--- src/design/pkhk_pkg.sv ---
// Shared types, codes and reset constants of the pairing handshake keepalive block.
`default_nettype none

package pkhk_pkg;

  localparam int QUEUE_DEPTH_DEFAULT = 2;
  localparam int PADDR_W = 4;

  localparam logic [15:0] RETRY_INTERVAL_RESET     = 16'd1000;
  localparam logic [3:0]  RETRY_LIMIT_RESET        = 4'd5;
  localparam logic [15:0] HEARTBEAT_INTERVAL_RESET = 16'd5000;

  localparam logic [1:0] REG_RETRY_INTERVAL     = 2'd0;
  localparam logic [1:0] REG_RETRY_LIMIT        = 2'd1;
  localparam logic [1:0] REG_HEARTBEAT_INTERVAL = 2'd2;

  localparam logic [1:0] OP_TICK   = 2'd0;
  localparam logic [1:0] OP_BEGIN  = 2'd1;
  localparam logic [1:0] OP_RX     = 2'd2;
  localparam logic [1:0] OP_UNUSED = 2'd3;

  localparam logic [1:0] RX_OTHER     = 2'd0;
  localparam logic [1:0] RX_ACCEPT    = 2'd1;
  localparam logic [1:0] RX_ACK       = 2'd2;
  localparam logic [1:0] RX_HEARTBEAT = 2'd3;

  localparam logic       SEND_REQUEST   = 1'b0;
  localparam logic       SEND_HEARTBEAT = 1'b1;
  localparam logic [7:0] FLAGS_REQUEST  = 8'h01;
  localparam logic [7:0] FLAGS_HEARTBEAT = 8'h00;

  typedef enum logic [2:0] {
    MODE_IDLE       = 3'd0,
    MODE_REQUESTING = 3'd1,
    MODE_WAITING    = 3'd2,
    MODE_CONNECTED  = 3'd3,
    MODE_TIMEOUT    = 3'd4
  } mode_t;

  typedef enum logic [2:0] {
    CMD_TICK,
    CMD_BEGIN,
    CMD_CONNECT,
    CMD_RESTART,
    CMD_NONE
  } cmd_kind_t;

  typedef struct packed {
    logic [1:0]  op;
    logic [7:0]  start_sequence;
    logic [1:0]  rx_kind;
    logic [47:0] rx_sender;
    logic [15:0] rx_sequence;
    logic [7:0]  rx_flags;
  } in_word_t;

  typedef struct packed {
    logic        send_valid;
    logic        send_kind;
    logic [15:0] send_sequence;
    logic [7:0]  send_flags;
    logic        add_peer;
    logic [47:0] peer_address;
    logic [7:0]  peer_flags;
    logic [2:0]  link_state;
    logic        paired;
  } out_word_t;

  typedef struct packed {
    cmd_kind_t   kind;
    logic [7:0]  start_sequence;
    logic [47:0] sender;
    logic [15:0] sequence_num;
    logic [7:0]  flags;
  } cmd_t;

  typedef struct packed {
    logic [15:0] retry_interval;
    logic [3:0]  retry_limit;
    logic [15:0] heartbeat_interval;
  } cfg_t;

endpackage

`default_nettype wire

--- src/design/pkhk_front.sv ---
// Front end: accepts input words and classifies them into commands for the back end.
`default_nettype none

module pkhk_front (
  input  wire logic              in_valid,
  output logic                   in_stall,
  input  pkhk_pkg::in_word_t     in_word,
  output logic                   cmd_valid,
  input  wire logic              cmd_stall,
  output pkhk_pkg::cmd_t         cmd
);
  import pkhk_pkg::*;

  assign cmd_valid = in_valid;
  assign in_stall  = cmd_stall;

  // Packets of an unknown kind and the unused op code still produce a result word,
  // so they travel on as a no-op command.
  always_comb begin
    cmd.start_sequence = in_word.start_sequence;
    cmd.sender         = in_word.rx_sender;
    cmd.sequence_num   = in_word.rx_sequence;
    cmd.flags          = in_word.rx_flags;
    cmd.kind           = CMD_NONE;
    unique case (in_word.op)
      OP_TICK:  cmd.kind = CMD_TICK;
      OP_BEGIN: cmd.kind = CMD_BEGIN;
      OP_RX: begin
        case (in_word.rx_kind) inside
          RX_ACCEPT, RX_ACK: cmd.kind = CMD_CONNECT;
          RX_HEARTBEAT:      cmd.kind = CMD_RESTART;
          default:           cmd.kind = CMD_NONE;
        endcase
      end
      default:  cmd.kind = CMD_NONE;
    endcase
  end

endmodule

`default_nettype wire

--- src/design/pkhk_queue.sv ---
// Short command queue between the front end and the back end.
`default_nettype none

module pkhk_queue #(
  parameter int Depth = pkhk_pkg::QUEUE_DEPTH_DEFAULT
) (
  input  wire logic        clk,
  input  wire logic        rst,
  input  wire logic        push_valid,
  output logic             push_stall,
  input  pkhk_pkg::cmd_t   push_cmd,
  output logic             pop_valid,
  input  wire logic        pop_stall,
  output pkhk_pkg::cmd_t   pop_cmd
);
  import pkhk_pkg::*;

  localparam int PtrW = (Depth > 1) ? $clog2(Depth) : 1;
  localparam int CntW = $clog2(Depth + 1);

  cmd_t            entries [Depth];
  logic [PtrW-1:0] wr_ptr;
  logic [PtrW-1:0] rd_ptr;
  logic [CntW-1:0] count;
  logic            push;
  logic            pop;

  assign push_stall = (count == CntW'(Depth));
  assign pop_valid  = (count != '0);
  assign push       = push_valid && !push_stall;
  assign pop        = pop_valid && !pop_stall;
  assign pop_cmd    = entries[rd_ptr];

  always_ff @(posedge clk) begin
    if (push) begin
      entries[wr_ptr] <= push_cmd;
    end
  end

  always_ff @(posedge clk) begin
    if (rst) begin
      wr_ptr <= '0;
      rd_ptr <= '0;
      count  <= '0;
    end else begin
      if (push) begin
        wr_ptr <= (wr_ptr == PtrW'(Depth - 1)) ? '0 : wr_ptr + PtrW'(1);
      end
      if (pop) begin
        rd_ptr <= (rd_ptr == PtrW'(Depth - 1)) ? '0 : rd_ptr + PtrW'(1);
      end
      if (push && !pop) begin
        count <= count + CntW'(1);
      end else if (pop && !push) begin
        count <= count - CntW'(1);
      end
    end
  end

  a_count_bound: assert property (@(posedge clk) disable iff (rst)
    count <= CntW'(Depth))
    else $error("queue fill count beyond depth");

  a_count_push: assert property (@(posedge clk) disable iff (rst)
    (push && !pop) |=> (count == $past(count) + CntW'(1)))
    else $error("queue fill count missed a push");

  a_count_pop: assert property (@(posedge clk) disable iff (rst)
    (pop && !push) |=> (count == $past(count) - CntW'(1)))
    else $error("queue fill count missed a pop");

endmodule

`default_nettype wire

--- src/design/pkhk_back.sv ---
// Back end: link state machine, timers, sequence tracking and the output register.
`default_nettype none

module pkhk_back (
  input  wire logic           clk,
  input  wire logic           rst,
  input  pkhk_pkg::cfg_t      cfg,
  input  wire logic           cmd_valid,
  output logic                cmd_stall,
  input  pkhk_pkg::cmd_t      cmd,
  output logic                out_valid,
  input  wire logic           out_stall,
  output pkhk_pkg::out_word_t out_word
);
  import pkhk_pkg::*;

  mode_t       mode;
  mode_t       mode_next;
  logic [15:0] elapsed;
  logic [15:0] elapsed_next;
  logic [15:0] elapsed_inc;
  logic [3:0]  retries;
  logic [3:0]  retries_next;
  logic [7:0]  request_sequence;
  logic [7:0]  request_sequence_next;
  logic [15:0] last_sequence;
  logic [15:0] last_sequence_next;
  logic [47:0] stored_peer;
  logic [47:0] stored_peer_next;
  out_word_t   result;
  logic        pop;

  assign cmd_stall = out_valid && out_stall;
  assign pop       = cmd_valid && !cmd_stall;

  always_ff @(posedge clk) begin
    if (rst) begin
      mode             <= MODE_IDLE;
      elapsed          <= '0;
      retries          <= '0;
      request_sequence <= '0;
      last_sequence    <= '0;
      stored_peer      <= '0;
    end else if (pop) begin
      mode             <= mode_next;
      elapsed          <= elapsed_next;
      retries          <= retries_next;
      request_sequence <= request_sequence_next;
      last_sequence    <= last_sequence_next;
      stored_peer      <= stored_peer_next;
    end
  end

  always_comb begin
    mode_next             = mode;
    elapsed_next          = elapsed;
    retries_next          = retries;
    request_sequence_next = request_sequence;
    last_sequence_next    = last_sequence;
    stored_peer_next      = stored_peer;
    result                = '0;
    elapsed_inc = (elapsed == 16'hFFFF) ? elapsed : elapsed + 16'd1;

    unique case (cmd.kind)
      CMD_TICK: begin
        elapsed_next = elapsed_inc;
        if (mode == MODE_REQUESTING || mode == MODE_WAITING) begin
          if (elapsed_inc >= cfg.retry_interval) begin
            if (retries >= cfg.retry_limit) begin
              mode_next    = MODE_TIMEOUT;
              elapsed_next = '0;
              retries_next = '0;
            end else begin
              last_sequence_next   = last_sequence + 16'd1;
              result.send_valid    = 1'b1;
              result.send_kind     = SEND_REQUEST;
              result.send_sequence = {8'd0, request_sequence};
              result.send_flags    = FLAGS_REQUEST;
              elapsed_next         = '0;
              retries_next = (retries == 4'hF) ? retries : retries + 4'd1;
              // The first request moves to waiting and starts the retry count afresh.
              if (mode == MODE_REQUESTING) begin
                mode_next    = MODE_WAITING;
                retries_next = '0;
              end
            end
          end
        end else if (mode == MODE_CONNECTED) begin
          if (elapsed_inc >= cfg.heartbeat_interval) begin
            last_sequence_next   = last_sequence + 16'd1;
            result.send_valid    = 1'b1;
            result.send_kind     = SEND_HEARTBEAT;
            result.send_sequence = last_sequence + 16'd1;
            result.send_flags    = FLAGS_HEARTBEAT;
            elapsed_next         = '0;
          end
        end
      end
      CMD_BEGIN: begin
        request_sequence_next = cmd.start_sequence;
        mode_next             = MODE_REQUESTING;
        elapsed_next          = '0;
        retries_next          = '0;
      end
      CMD_CONNECT: begin
        stored_peer_next   = cmd.sender;
        last_sequence_next = cmd.sequence_num;
        result.add_peer    = 1'b1;
        result.peer_flags  = cmd.flags;
        mode_next          = MODE_CONNECTED;
        elapsed_next       = '0;
        retries_next       = '0;
      end
      CMD_RESTART: begin
        elapsed_next = '0;
      end
      default: begin
      end
    endcase

    result.peer_address = stored_peer_next;
    result.link_state   = mode_next;
    result.paired       = (mode_next == MODE_CONNECTED);
  end

  always_ff @(posedge clk) begin
    if (rst) begin
      out_valid <= 1'b0;
    end else if (pop) begin
      out_valid <= 1'b1;
    end else if (!out_stall) begin
      out_valid <= 1'b0;
    end
  end

  always_ff @(posedge clk) begin
    if (pop) begin
      out_word <= result;
    end
  end

  a_add_connects: assert property (@(posedge clk) disable iff (rst)
    (out_valid && out_word.add_peer) |-> (out_word.link_state == MODE_CONNECTED))
    else $error("peer registration without a connected link");

  a_heartbeat_connected: assert property (@(posedge clk) disable iff (rst)
    (out_valid && out_word.send_valid && out_word.send_kind == SEND_HEARTBEAT)
      |-> (out_word.link_state == MODE_CONNECTED))
    else $error("heartbeat sent while not connected");

  a_no_send_and_add: assert property (@(posedge clk) disable iff (rst)
    (out_valid && out_word.add_peer) |-> !out_word.send_valid)
    else $error("send and peer registration in one word");

endmodule

`default_nettype wire

--- src/design/pairing_handshake_keepalive.sv ---
// Top level of the pairing handshake keepalive block: register port, front end, queue, back end.
//
//   Channel   Direction  Handshake            Payload
//   input     in         in_valid/in_stall    in_word   (tick, begin or received packet)
//   output    out        out_valid/out_stall  out_word  (one result word per input word)
//   config    in         APB psel/penable     paddr, pwdata, prdata
//
// One result word per input word. The front end classifies a word as it is accepted and writes
// it into the command queue; the back end runs one command per cycle into its output register
// unless the output stalls, so a word is taken every cycle while the queue has room; a result
// passes a queue entry, then the output register. Reset (synchronous, active high) idles the
// link, clears timers, peer and queue, and restores the register defaults. An output stall
// holds the output register and then fills the queue; the input stalls only when it is full.
`default_nettype none

module pairing_handshake_keepalive #(
  parameter int QueueDepth = pkhk_pkg::QUEUE_DEPTH_DEFAULT
) (
  input  wire logic                          clk,
  input  wire logic                          rst,
  input  wire logic                          in_valid,
  output logic                               in_stall,
  input  pkhk_pkg::in_word_t                 in_word,
  output logic                               out_valid,
  input  wire logic                          out_stall,
  output pkhk_pkg::out_word_t                out_word,
  input  wire logic                          psel,
  input  wire logic                          penable,
  input  wire logic                          pwrite,
  input  wire logic [pkhk_pkg::PADDR_W-1:0]  paddr,
  input  wire logic [31:0]                   pwdata,
  output logic [31:0]                        prdata,
  output logic                               pready
);
  import pkhk_pkg::*;

  cfg_t       cfg;
  logic       cfg_write;
  logic [1:0] reg_index;

  logic       front_valid;
  logic       front_stall;
  cmd_t       front_cmd;
  logic       back_valid;
  logic       back_stall;
  cmd_t       back_cmd;

  // The register port never waits. Registers sit at word addresses, so the index is
  // the address without its byte offset; writes beyond the last register are dropped.
  assign pready    = 1'b1;
  assign reg_index = paddr[3:2];
  assign cfg_write = psel && penable && pwrite && pready;

  always_ff @(posedge clk) begin
    if (rst) begin
      cfg.retry_interval     <= RETRY_INTERVAL_RESET;
      cfg.retry_limit        <= RETRY_LIMIT_RESET;
      cfg.heartbeat_interval <= HEARTBEAT_INTERVAL_RESET;
    end else if (cfg_write) begin
      unique case (reg_index)
        REG_RETRY_INTERVAL:     cfg.retry_interval     <= pwdata[15:0];
        REG_RETRY_LIMIT:        cfg.retry_limit        <= pwdata[3:0];
        REG_HEARTBEAT_INTERVAL: cfg.heartbeat_interval <= pwdata[15:0];
        default: begin
        end
      endcase
    end
  end

  always_comb begin
    unique case (reg_index)
      REG_RETRY_INTERVAL:     prdata = {16'd0, cfg.retry_interval};
      REG_RETRY_LIMIT:        prdata = {28'd0, cfg.retry_limit};
      REG_HEARTBEAT_INTERVAL: prdata = {16'd0, cfg.heartbeat_interval};
      default:                prdata = '0;
    endcase
  end

  // Front end: turns each word into a command.
  pkhk_front u_front (
    .in_valid  (in_valid),
    .in_stall  (in_stall),
    .in_word   (in_word),
    .cmd_valid (front_valid),
    .cmd_stall (front_stall),
    .cmd       (front_cmd)
  );

  // Command queue decouples the input handshake from output back-pressure.
  pkhk_queue #(
    .Depth (QueueDepth)
  ) u_queue (
    .clk        (clk),
    .rst        (rst),
    .push_valid (front_valid),
    .push_stall (front_stall),
    .push_cmd   (front_cmd),
    .pop_valid  (back_valid),
    .pop_stall  (back_stall),
    .pop_cmd    (back_cmd)
  );

  // Back end: the link state machine and the registered result word.
  pkhk_back u_back (
    .clk       (clk),
    .rst       (rst),
    .cfg       (cfg),
    .cmd_valid (back_valid),
    .cmd_stall (back_stall),
    .cmd       (back_cmd),
    .out_valid (out_valid),
    .out_stall (out_stall),
    .out_word  (out_word)
  );

endmodule

`default_nettype wire

--- config.mk ---
export PLATFORM = sky130hd
export DESIGN_NAME = pairing_handshake_keepalive
export DESIGN_NICKNAME = d
export VERILOG_FILES = /design/src/design/pkhk_pkg.sv /design/src/design/pkhk_front.sv /design/src/design/pkhk_queue.sv /design/src/design/pkhk_back.sv /design/src/design/pairing_handshake_keepalive.sv
export SDC_FILE = /design/constraint.sdc
export NUM_CORES = 1
export LEC_CHECK = 0
export CORE_MARGIN = 3
export CORE_UTILIZATION = 63
export DETAILED_ROUTE_END_ITERATION = 6
export DONT_BUFFER_PORTS = 1
export HOLD_SLACK_MARGIN = 0.03
export PLACE_DENSITY_LB_ADDON = 0.12
export SLEW_MARGIN = 25
export SYNTH_ARGS = -nofsm -noshare
export SYNTH_HDL_FRONTEND = slang
export SYNTH_SLANG_ARGS = --single-unit
--- constraint.sdc ---
create_clock -name clk -period 6.6 [get_ports clk]
set_input_delay 0.99 -clock clk [delete_from_list [all_inputs] [get_ports clk]]
set_output_delay 0.99 -clock clk [all_outputs]
set_load 0.02 [all_outputs]
==> impl_metrics.py, run 1 <==
metrics = {
    "run_status": {
        "run_status": "finished clean",
    },
    "global_route": {
        "grt.overflow.total": 0,
        "antenna_found_initial": 0,
        "grt_max_degree": 142,
        "grt.met1_usage_pct": 28.6,
        "grt_pass1_wl_mm": 52.3,
        "use_met3_pct": 7.09,
        "first_global_vias": 10000,
        "globalRouteMet2Util_pct": 38.8,
        "grtUsageTotal_pct": 23.0,
        "top_usage_layer": "met2",
    },
    "critical_path": {
        "critPathLaunchType": "flip-flop",
        "r2r_start": "u_back.elapsed[4]",
        "reg2reg_to": "u_back.elapsed[7]",
        "worstRegToRegCells": 13,
        "crit_type": "flip-flop to flip-flop",
        "cpMostUsedCell": "a221o_1",
        "crit_buf_inv": 0,
        "cp-startpoint": "u_back.elapsed[4]",
        "cp-end-kind": "flip-flop",
        "crit_family": "compound AO/OA/AOI/OAI gates",
        "critPathMaxFanout": 11,
        "crit_slowest_cell": "dfxtp_1",
        "rrSetupSlack_ps": 2260,
        "cp.arrival_ps": 4800,
        "required_ps": 7060,
        "path_cells": "nand4_2, nor4_4, nand3_2, nand4_1, xnor2_1, ha_1, a21o_1, a221o_1, a221oi_2, o21a_2, o221ai_2, nor2_2, a221o_1",
        "max_stage_delay_ps": 470,
    },
    "floorplan": {
        "initial_core_util_pct": 64.8,
        "core_area_um2": 25500,
        "fp.dieW_um": 168,
        "fp.dieH_um": 168,
        "num_rows": 58,
        "ios": 249,
        "dieArea_um2": 28200,
    },
    "cells_and_area": {
        "instances_no_fill": 1774,
        "most-common-layout-cells": "246 x edfxtp_1, 239 x nand2_1, 136 x dfxtp_1",
        "area_growth_pct": 7.81,
        "drive_gt1_share_pct": 8.10,
        "final_net_count": 1581,
        "antenna_cells": 0,
        "final_common_cell": "edfxtp_1",
    },
    "synth": {
        "synth_edf_count": 246,
        "synth_xor_area_share_pct": 1.54,
        "synth_compound_area_share_pct": 11.4,
        "synth_ff_type": "edfxtp_1",
        "synth.distinct_cells": 82,
        "synthesis.area_um2": 16500,
        "yosysWarnings": 0,
        "synthArstFlopShare_pct": 0,
        "synth.avg_cell_area_um2": 11.5,
        "syn_inst": 1437,
        "synth-adder-area-share_pct": 3.03,
        "synth_top_family_by_area": "simple AND/OR/NAND/NOR gates",
        "yosysSeqAreaShare_pct": 61.4,
        "synth_simple_gate_area_share_pct": 12.0,
        "ys_seq_elements": 383,
        "synthMuxAreaShare_pct": 6.43,
    },
    "timing": {
        "setup_tns_ps": 0,
        "relSlewSlack_pct": 39.9,
        "post-route-min-period_ps": 4340,
        "report.final.slew_viol_count": 0,
        "hold_viol": 0,
        "timing.final.crit_share_pct": 65.8,
        "final-setup-viol-count": 0,
        "fmax_mhz": 230,
        "worst_pin_slew_ps": 902,
        "clock_skew_ps": 11.5,
        "grt_setup_unrepaired": "false",
        "fin_ws_ps": 2260,
    },
    "worst_hold_path": {
        "holdCritPathClass": "flip-flop to flip-flop",
        "hold_depth": 2,
        "min-delay-start": "u_back.stored_peer[11]",
        "min_to": "u_back.stored_peer[11]",
    },
    "placed_design": {
        "post-place-ws_ps": 2310,
        "gp_congestion": 0.824,
        "placed_cells_incl_taps": 1703,
        "portBuffers": 0,
        "dp_hpwl_mm": 21.3,
    },
    "cts": {
        "h-tree-depth": 2,
        "clk_path_buf_depth": 3,
        "cts_sinks": 383,
        "cts.repair.resized": 0,
        "tritoncts": "done",
        "cts_setup_buffers": 0,
        "cts_made_buffers": 39,
        "clock_latency_ps": 520,
        "hold_buffers": 0,
        "cts_root_buf": "clkbuf_16",
        "clk_pin_slew_ps": 60,
    },
    "power": {
        "p_leak_nw": 6.16,
        "ir_drop_mv": 0.282,
        "p_per_area_nw_per_um2": 389,
    },
    "job": {
        "cap_viol_max_count": 0,
    },
    "detailed_routing": {
        "num_vias": 10500,
        "routed_wl_mm": 33.8,
        "viasPerCell": 5.91,
        "firstDrtPassIters": 5,
        "ant_nets": 0,
        "wl_per_cell_um": 19.0,
        "drc": 0,
        "drt_iter0_markers": 745,
    },
}
[report_power, final]
part / switching (W) / internal [W]
logic: 0.000880 / 0.000378
clock network: 0.000877 / 0.00114
registers: 0.000510 / 0.00313
[worst min-delay path, stage by stage (launching register included)]
cell and delay (ps):
dfxtp_1 310, nand2_1 50, a21oi_1 50
[per-layer routing]
metal | part of all wire, % | vias to the layer above
met5 | 0 | -
met4 | 2.5 | 0
met3 | 8.6 | 60
met2 | 50 | 317
met1 | 39 | 5046
li1 | - | 5070
[cell type report]
type | instances | area (um^2)
timing repair buffer | 9 | 67.6
inverter | 56 | 213
multi-input combinational | 925 | 5800
sequential | 383 | 10100
clock buffer | 53 | 1070
fill | 1791 | 7670
tap | 330 | 413
clock inverter | 18 | 106
[worst max path at each step]
stage                                    to  slack (ps)  cells past startpoint
finish                    u_back.elapsed[7]        2260                     13
global route              u_back.elapsed[9]        1970                     13
CTS                       u_back.elapsed[7]        2260                     13
detailed placement        u_back.elapsed[8]        2310                     13
global placement    u_back.last_sequence[0]        2360                     13
floorplan             u_queue.entries[0][0]        1540                      2
[state kept, by name (all words and copies together), names as in the netlist, named ones only]
name                     count
u_queue.entries            166
u_back.out_word             80
u_back.stored_peer          48
cfg                         36
u_back.elapsed              16
u_back.last_sequence        16
u_back.request_sequence      8
u_back.retries               4
u_back.mode                  3
u_queue.count                2
u_back.out_valid             1
u_queue.rd_ptr               1
u_queue.wr_ptr               1
[logic make-up (layout without fill, tap and decap cells)]
group / count (synthesis) / in the layout
compound gates: 280 / 280
simple gates: 448 / 448
mux: 104 / 104
xor+xnor: 29 / 29
buf+inv: 151 / 136
other cells: 2 / 24
fa+ha+maj: 40 / 40
flops: 383 / 383
[synth_stat cells, types with 15 or more instances]
library cell	instances	area (um^2)
nand3_1	17	85.1
nand2_1	239	897
edfxtp_1	246	7390
buf_4	26	195
buf_2	15	75.1
a21oi_1	103	515
o21ai_0	70	350
nor2_1	102	383
clkbuf_1	46	173
ha_1	40	500
nor3_1	20	100
dfxtp_1	137	2740
inv_1	54	203
mux2i_1	89	891
xnor2_1	22	193
[through the flow]
| step | utilization (%) | area, um^2 | hold WS, ps | power, W |
|---|---|---|---|---|
| after floorplan | - | 16600 | 437 | 0.00463 |
| after global placement | 65.3 | 16600 | 437 | 0.00492 |
| after detailed placement | 65.3 | 16600 | 444 | 0.00496 |
| after CTS | 69.9 | 17800 | 452 | 0.00698 |
| after global routing | 69.9 | 17800 | 475 | 0.00723 |
| final | 69.9 | 17800 | 455 | 0.00692 |
Power figures use the tool's default switching activity.
==> run 2, diff against run 1 <==
==> constraint.sdc (replaced) <==
create_clock -name clk -period 4.3 [get_ports clk]
set_input_delay 0.645 -clock clk [delete_from_list [all_inputs] [get_ports clk]]
set_output_delay 0.645 -clock clk [all_outputs]
set_load 0.02 [all_outputs]
==> impl_metrics.py, run 2 (same netlist as run 1, synthesis figures left out) <==
metrics = {
    "cts": {
        "clock_latency_ps": 530,
        "clk_pin_slew_ps": 60,
        "clk_path_buf_depth": 3,
        "cts_sinks": 383,
        "cts_setup_buffers": 0,
        "cts_root_buf": "clkbuf_16",
        "h-tree-depth": 2,
        "tritoncts": "done",
        "cts_made_buffers": 39,
    },
    "critical_path": {
        "crit_type": "flip-flop to flip-flop",
        "r2r_start": "u_back.elapsed[4]",
        "path_cells": "nand4_2, nor3_2, and4_1, nor2_1, a31oi_1, ha_1, and4_1, nand4_1, o21a_2, o221ai_2, buf_4, nor3_1, a221o_1",
        "cpMostUsedCell": "and4_1",
        "crit_slowest_cell": "dfxtp_1",
        "reg2reg_to": "u_back.elapsed[11]",
        "critPathLaunchType": "flip-flop",
        "worstRegToRegCells": 13,
        "critPathMaxFanout": 7,
        "cp-end-kind": "flip-flop",
        "required_ps": 4710,
        "rrSetupSlack_ps": 270,
        "max_stage_delay_ps": 480,
        "cp.arrival_ps": 4430,
        "crit_buf_inv": 1,
        "crit_family": "simple AND/OR/NAND/NOR gates",
    },
    "floorplan": {
        "fp.dieH_um": 168,
        "core_area_um2": 25500,
        "dieArea_um2": 28200,
        "initial_core_util_pct": 64.8,
        "ios": 249,
        "num_rows": 58,
        "fp.dieW_um": 168,
    },
    "detailed_routing": {
        "drt_iter0_markers": 882,
        "viasPerCell": 5.90,
        "firstDrtPassIters": 6,
        "ant_nets": 0,
        "drc": 0,
        "wl_per_cell_um": 19.0,
        "routed_wl_mm": 33.8,
        "num_vias": 10500,
    },
    "power": {
        "p_sw_w": 0.00348,
        "p_int_w": 0.00723,
        "p_per_area_nw_per_um2": 596,
        "comb_power_share_pct": 18.2,
        "p_leak_nw": 6.22,
        "clkPwrFrac_pct": 29.7,
        "ir_drop_mv": 0.485,
        "switching_share_pct": 32.5,
        "p_total_w": 0.0107,
        "seqPwrFrac_pct": 52.2,
    },
    "timing": {
        "grt_setup_unrepaired": "false",
        "hold_viol": 0,
        "fin_ws_ps": 275,
        "final-setup-viol-count": 0,
        "relSlewSlack_pct": 37.6,
        "setup_tns_ps": 0,
        "timing.final.crit_share_pct": 93.6,
        "post-route-min-period_ps": 4030,
        "report.final.slew_viol_count": 0,
        "worst_pin_slew_ps": 935,
        "clock_skew_ps": 14.1,
        "fmax_mhz": 248,
    },
    "worst_hold_path": {
        "holdCritPathClass": "primary input to flip-flop",
        "min_to": "cfg[24]",
        "hold_depth": 1,
        "min-delay-start": "rst",
    },
    "cells_and_area": {
        "antenna_cells": 0,
        "area_growth_pct": 8.79,
        "largest_reg_flops": 166,
        "final_common_cell": "edfxtp_1",
        "drive_gt1_share_pct": 8.67,
        "largest_registers": "u_queue.entries (166), u_back.out_word (80), u_back.stored_peer (48)",
        "final_net_count": 1589,
        "most-common-layout-cells": "246 x edfxtp_1, 239 x nand2_1, 136 x dfxtp_1",
        "post-route-util_pct": 70.5,
        "top_register": "u_queue.entries",
    },
    "placed_design": {
        "portBuffers": 0,
        "gp_congestion": 0.822,
        "dp_hpwl_mm": 21.7,
        "post-place-ws_ps": 97.7,
    },
    "job": {
        "cap_viol_max_count": 0,
    },
    "global_route": {
        "antenna_found_initial": 0,
        "grtUsageTotal_pct": 23.5,
        "grt_max_degree": 142,
        "first_global_vias": 10200,
        "grt.overflow.total": 0,
        "grt_pass1_wl_mm": 53.6,
    },
    "run_status": {
        "run_status": "finished clean",
    },
}
==> run 2: metrics by stage <==
| stage | instances | hold slack [ps] | area, um^2 |
|---|---|---|---|
| 3_5_place_dp | 1711 | 443 | 16700 |
| 6_report | 1783 | 191 | 18000 |
| 2_1_floorplan | 1459 | 437 | 16600 |
| 5_1_grt | 1783 | 174 | 18000 |
| 3_3_place_gp | 1711 | 438 | 16700 |
| 4_1_cts | 1783 | 182 | 17900 |
==> run 2: layout make-up <==
| cell class | instances | area [um^2] |
|---|---|---|
| Tap cell | 330 | 413 |
| Fill cell | 1785 | 7510 |
| Multi-Input combinational cell | 925 | 5840 |
| Clock buffer | 62 | 1130 |
| Timing Repair Buffer | 17 | 140 |
| Sequential cell | 383 | 10100 |
| Clock inverter | 10 | 88.8 |
| Inverter | 56 | 216 |
==> run 2: how the worst max path moves through the flow <==
stage,startpoint,to,slack [ps],depth (start not counted)
5_1_grt,u_back.elapsed[0],u_back.out_word[70],50,14
4_1_cts,u_back.elapsed[4],u_back.out_word[70],50,13
3_3_place_gp,u_back.elapsed[4],u_back.out_word[70],190,13
6_report,u_back.elapsed[4],u_back.elapsed[11],270,13
3_5_place_dp,u_back.elapsed[4],u_back.out_word[70],100,13
2_1_floorplan,out_stall,u_back.out_word[0],480,4
==> run 2: metal layers <==
metal / vias to the layer above / GRT usage (%) / share of wire [%]
met1: 5062 / 29.7 / 40
met3: 44 / 7.56 / 8.4
met5: - / 0 / 0
met2: 319 / 39.6 / 50
met4: 0 / 6.12 / 2.1
li1: 5092 / - / -
==> run 2: power by group through the flow <==
stage	clock [W]	sequential [W]	combinational, W
finish	0.00318	0.00559	0.00195
global route	0.00340	0.00566	0.00216
CTS	0.00324	0.00560	0.00196
detailed placement	0	0.00567	0.00196
global placement	0	0.00565	0.00191
floorplan	0	0.00549	0.00160
==> run 2: worst register-to-register path, cell delays in order (launching register included) <==
cell and delay [ps]:
dfxtp_1 480, nand4_2 270, nor3_2 340, and4_1 260, nor2_1 50, a31oi_1 320, ha_1 250, and4_1 300
nand4_1 300, o21a_2 350, o221ai_2 430, buf_4 250, nor3_1 50, a221o_1 250
==> run 2: what timing repair did <==
action | in CTS | in global routing
setup endpoints to repair | 0 | 30
hold buffers | 0 | 0
gates resized for setup | 0 | 7
==> run 3, diff against run 2 <==
--- a/config.mk
+++ b/config.mk
@@ -6,12 +6,13 @@
 export NUM_CORES = 1
 export LEC_CHECK = 0
 export CORE_MARGIN = 3
-export CORE_UTILIZATION = 63
+export CORE_UTILIZATION = 64
 export DETAILED_ROUTE_END_ITERATION = 6
 export DONT_BUFFER_PORTS = 1
 export HOLD_SLACK_MARGIN = 0.03
-export PLACE_DENSITY_LB_ADDON = 0.12
+export PLACE_DENSITY = 0.88
 export SLEW_MARGIN = 25
 export SYNTH_ARGS = -nofsm -noshare
 export SYNTH_HDL_FRONTEND = slang
+export SYNTH_HIERARCHICAL = 1
 export SYNTH_SLANG_ARGS = --single-unit
==> impl_metrics.py, run 3 <==
metrics = {
    "run_status": {
        "run_status": "finished clean",
    },
    "synth": {
        "synth_top_cell_area_share_pct": 42.4,
        "synthTopCellsByCount": "246 x edfxtp_1, 182 x nand2_1, 180 x nor2_1",
        "yosysSeqAreaShare_pct": 58.1,
        "synth.distinct_cells": 69,
        "synth_edf_count": 246,
        "synth_area_leaders": "edfxtp_1 42%, dfxtp_1 16%, mux2_2 5.6%, buf_4 4.9%, nand2_1 3.9%",
        "ys_seq_elements": 383,
        "yosysWarnings": 6,
        "synth.avg_cell_area_um2": 11.3,
        "synthArstFlopShare_pct": 0,
        "syn_inst": 1537,
        "yosysMostFrequentCell": "edfxtp_1",
        "synthesis.area_um2": 17400,
        "synth_ff_type": "edfxtp_1",
        "synth_top_area_cell": "edfxtp_1",
    },
    "cts": {
        "cts_made_buffers": 40,
        "clock_latency_ps": 540,
        "clk_pin_slew_ps": 70,
        "cts_sinks": 383,
        "tritoncts": "done",
        "clk_path_buf_depth": 3,
        "cts_root_buf": "clkbuf_16",
        "hold_buffers": 0,
        "h-tree-depth": 2,
    },
    "cells_and_area": {
        "drive_gt1_share_pct": 13.6,
        "most-common-layout-cells": "246 x edfxtp_1, 180 x nor2_1, 179 x nand2_1",
        "fin_area_um2": 18400,
        "top_register": "u_queue/entries",
        "area_growth_pct": 5.78,
        "largest_reg_flops": 166,
        "post-route-util_pct": 69.7,
        "final_net_count": 1610,
        "final_common_cell": "edfxtp_1",
        "antenna_cells": 0,
        "largest_registers": "u_queue/entries (166), u_back/out_word (80), u_back/stored_peer (48)",
    },
    "placed_design": {
        "dp_hpwl_mm": 23.2,
        "portBuffers": 0,
        "placed_area_um2": 16900,
        "gp_congestion": 0.853,
    },
    "global_route": {
        "grtUsageTotal_pct": 24.1,
        "antenna_found_initial": 0,
        "grt_pass1_wl_mm": 56.0,
        "grt.overflow.total": 0,
        "first_global_vias": 11000,
        "grt_max_degree": 164,
    },
    "critical_path": {
        "cp.arrival_ps": 4540,
        "crit_slowest_cell": "dfxtp_2",
        "max_stage_delay_ps": 400,
        "critPathLaunchType": "flip-flop",
        "cp-end-kind": "flip-flop",
        "rrSetupSlack_ps": 220,
        "crit_family": "simple AND/OR/NAND/NOR gates",
        "required_ps": 4770,
        "path_cells": "ha_1, and3_1, and3_1, nand2_1, or3_1, mux2_2, ha_1, o21ai_0, nor2_1, a311oi_2, nand2_2, a311oi_4, and2_1, buf_4, a22o_1",
        "crit_buf_inv": 1,
        "crit_type": "flip-flop to flip-flop",
        "reg2reg_to": "u_back/elapsed[12]",
        "worstRegToRegCells": 15,
        "r2r_start": "u_back/elapsed[0]",
        "critPathMaxFanout": 8,
    },
    "floorplan": {
        "num_rows": 59,
        "initial_core_util_pct": 65.9,
        "fp.dieW_um": 171,
        "ios": 249,
        "fp.dieH_um": 171,
        "dieArea_um2": 29200,
        "core_area_um2": 26400,
    },
    "timing": {
        "fmax_mhz": 245,
        "hold_viol": 0,
        "grt_setup_unrepaired": "true",
        "timing.final.crit_share_pct": 94.8,
        "final-setup-viol-count": 0,
        "worst_pin_slew_ps": 1030,
        "relSlewSlack_pct": 31.4,
        "hold_ws_ps": 191,
        "setup_tns_ps": 0,
        "post-route-min-period_ps": 4080,
        "report.final.slew_viol_count": 0,
        "clock_skew_ps": 23.5,
    },
    "detailed_routing": {
        "ant_nets": 0,
        "firstDrtPassIters": 5,
        "drt_iter0_markers": 742,
        "viasPerCell": 5.97,
        "drc": 0,
        "wl_per_cell_um": 19.9,
        "num_vias": 10800,
        "routed_wl_mm": 36.0,
    },
    "worst_hold_path": {
        "hold_depth": 0,
        "holdCritPathClass": "primary input to flip-flop",
        "min_to": "u_queue/entries[0][37]",
        "min-delay-start": "in_word[37]",
    },
    "job": {
        "cap_viol_max_count": 0,
    },
    "power": {
        "p_leak_nw": 7.02,
        "p_per_area_nw_per_um2": 648,
        "ir_drop_mv": 0.560,
    },
}
-- run 3: changes by cell type in the layout (fill, tap and decap cells not counted), sizes merged, moves of 27 or more --
| cell | change |
|---|---|
| mux2i | -27 |
| o21ai | -56 |
| nor3 | +53 |
| nand2 | -57 |
| mux2 | +74 |
| a21oi | -76 |
| nor2 | +77 |
| nand2b | +35 |
-- run 3: final cells by class --
| class | instances | area (um^2) |
|---|---|---|
| Clock inverter | 19 | 285 |
| Timing Repair Buffer | 21 | 161 |
| Multi-Input combinational cell | 949 | 6090 |
| Tap cell | 335 | 419 |
| Clock buffer | 55 | 1150 |
| Inverter | 48 | 188 |
| Sequential cell | 383 | 10100 |
| Fill cell | 1801 | 8000 |
-- run 3: how the worst max path moves through the flow --
stage | start | to | slack (ps) | depth (start not counted)
after global routing | u_back/elapsed[0] | u_back/retries[2] | -40 | 14
final | u_back/elapsed[0] | u_back/elapsed[12] | 220 | 15
after detailed placement | u_back/elapsed[0] | u_back/elapsed[12] | 150 | 15
after floorplan | out_stall | u_back/out_word[0] | 370 | 4
after CTS | u_back/elapsed[0] | u_back/elapsed[12] | 120 | 15
after global placement | u_back/elapsed[0] | u_back/elapsed[13] | 310 | 15
-- run 3: cells by family after synthesis --
| family | after synthesis | synth area share [%] |
|---|---|---|
| adder cells (fa/ha/maj) | 40 | 2.87 |
| AND/OR/NAND/NOR | 582 | 15.4 |
| AO/OA/AOI/OAI | 123 | 5.03 |
| other | 3 | 0.0646 |
| multiplexers | 151 | 9.31 |
| buffers and inverters | 226 | 7.68 |
| XOR/XNOR | 29 | 1.46 |
| flip-flops | 383 | 58.1 |
-- run 3: metal layers --
| layer | GRT usage (%) | part of all wire [%] | wire [um] | vias to the layer above |
|---|---|---|---|---|
| li1 | - | - | - | 5079 |
| met1 | 28.7 | 39 | 14000 | 5224 |
| met2 | 40.6 | 49 | 17700 | 434 |
| met3 | 8.04 | 9.0 | 3240 | 68 |
| met4 | 9.48 | 2.9 | 1040 | 0 |
| met5 | 0 | 0 | 0 | - |
-- run 3: report_power, final --
part	internal, W	switching (W)	total (W)	leakage, nW
clock network	0.00226	0.00141	0.00367	0.697
logic	0.000797	0.00149	0.00229	2.87
registers	0.00504	0.000939	0.00598	3.46
-- run 3: timing repair --
item                       4_1_cts  5_1_grt
setup buffers                    0        1
resized for setup                0        8
setup endpoints to repair        0       54
-- run 3: through the flow --
step / std cells / setup slack (ps) / power (W)
global placement: 1735 / 311 / 0.00814
floorplan: 1558 / 368 / 0.00778
CTS: 1809 / 120 / 0.0120
global route: 1810 / -36.6 / 0.0125
finish: 1810 / 224 / 0.0119
detailed placement: 1735 / 151 / 0.00829
-- run 3: worst register-to-register path, cell delays in order, from the launching register on --
cell and delay, ps:
dfxtp_2 400, ha_1 220, and3_1 220, and3_1 210, nand2_1 100, or3_1 370, mux2_2 330, ha_1 310
o21ai_0 260, nor2_1 100, a311oi_2 360, nand2_2 210, a311oi_4 390, and2_1 220, buf_4 180, a22o_1 150
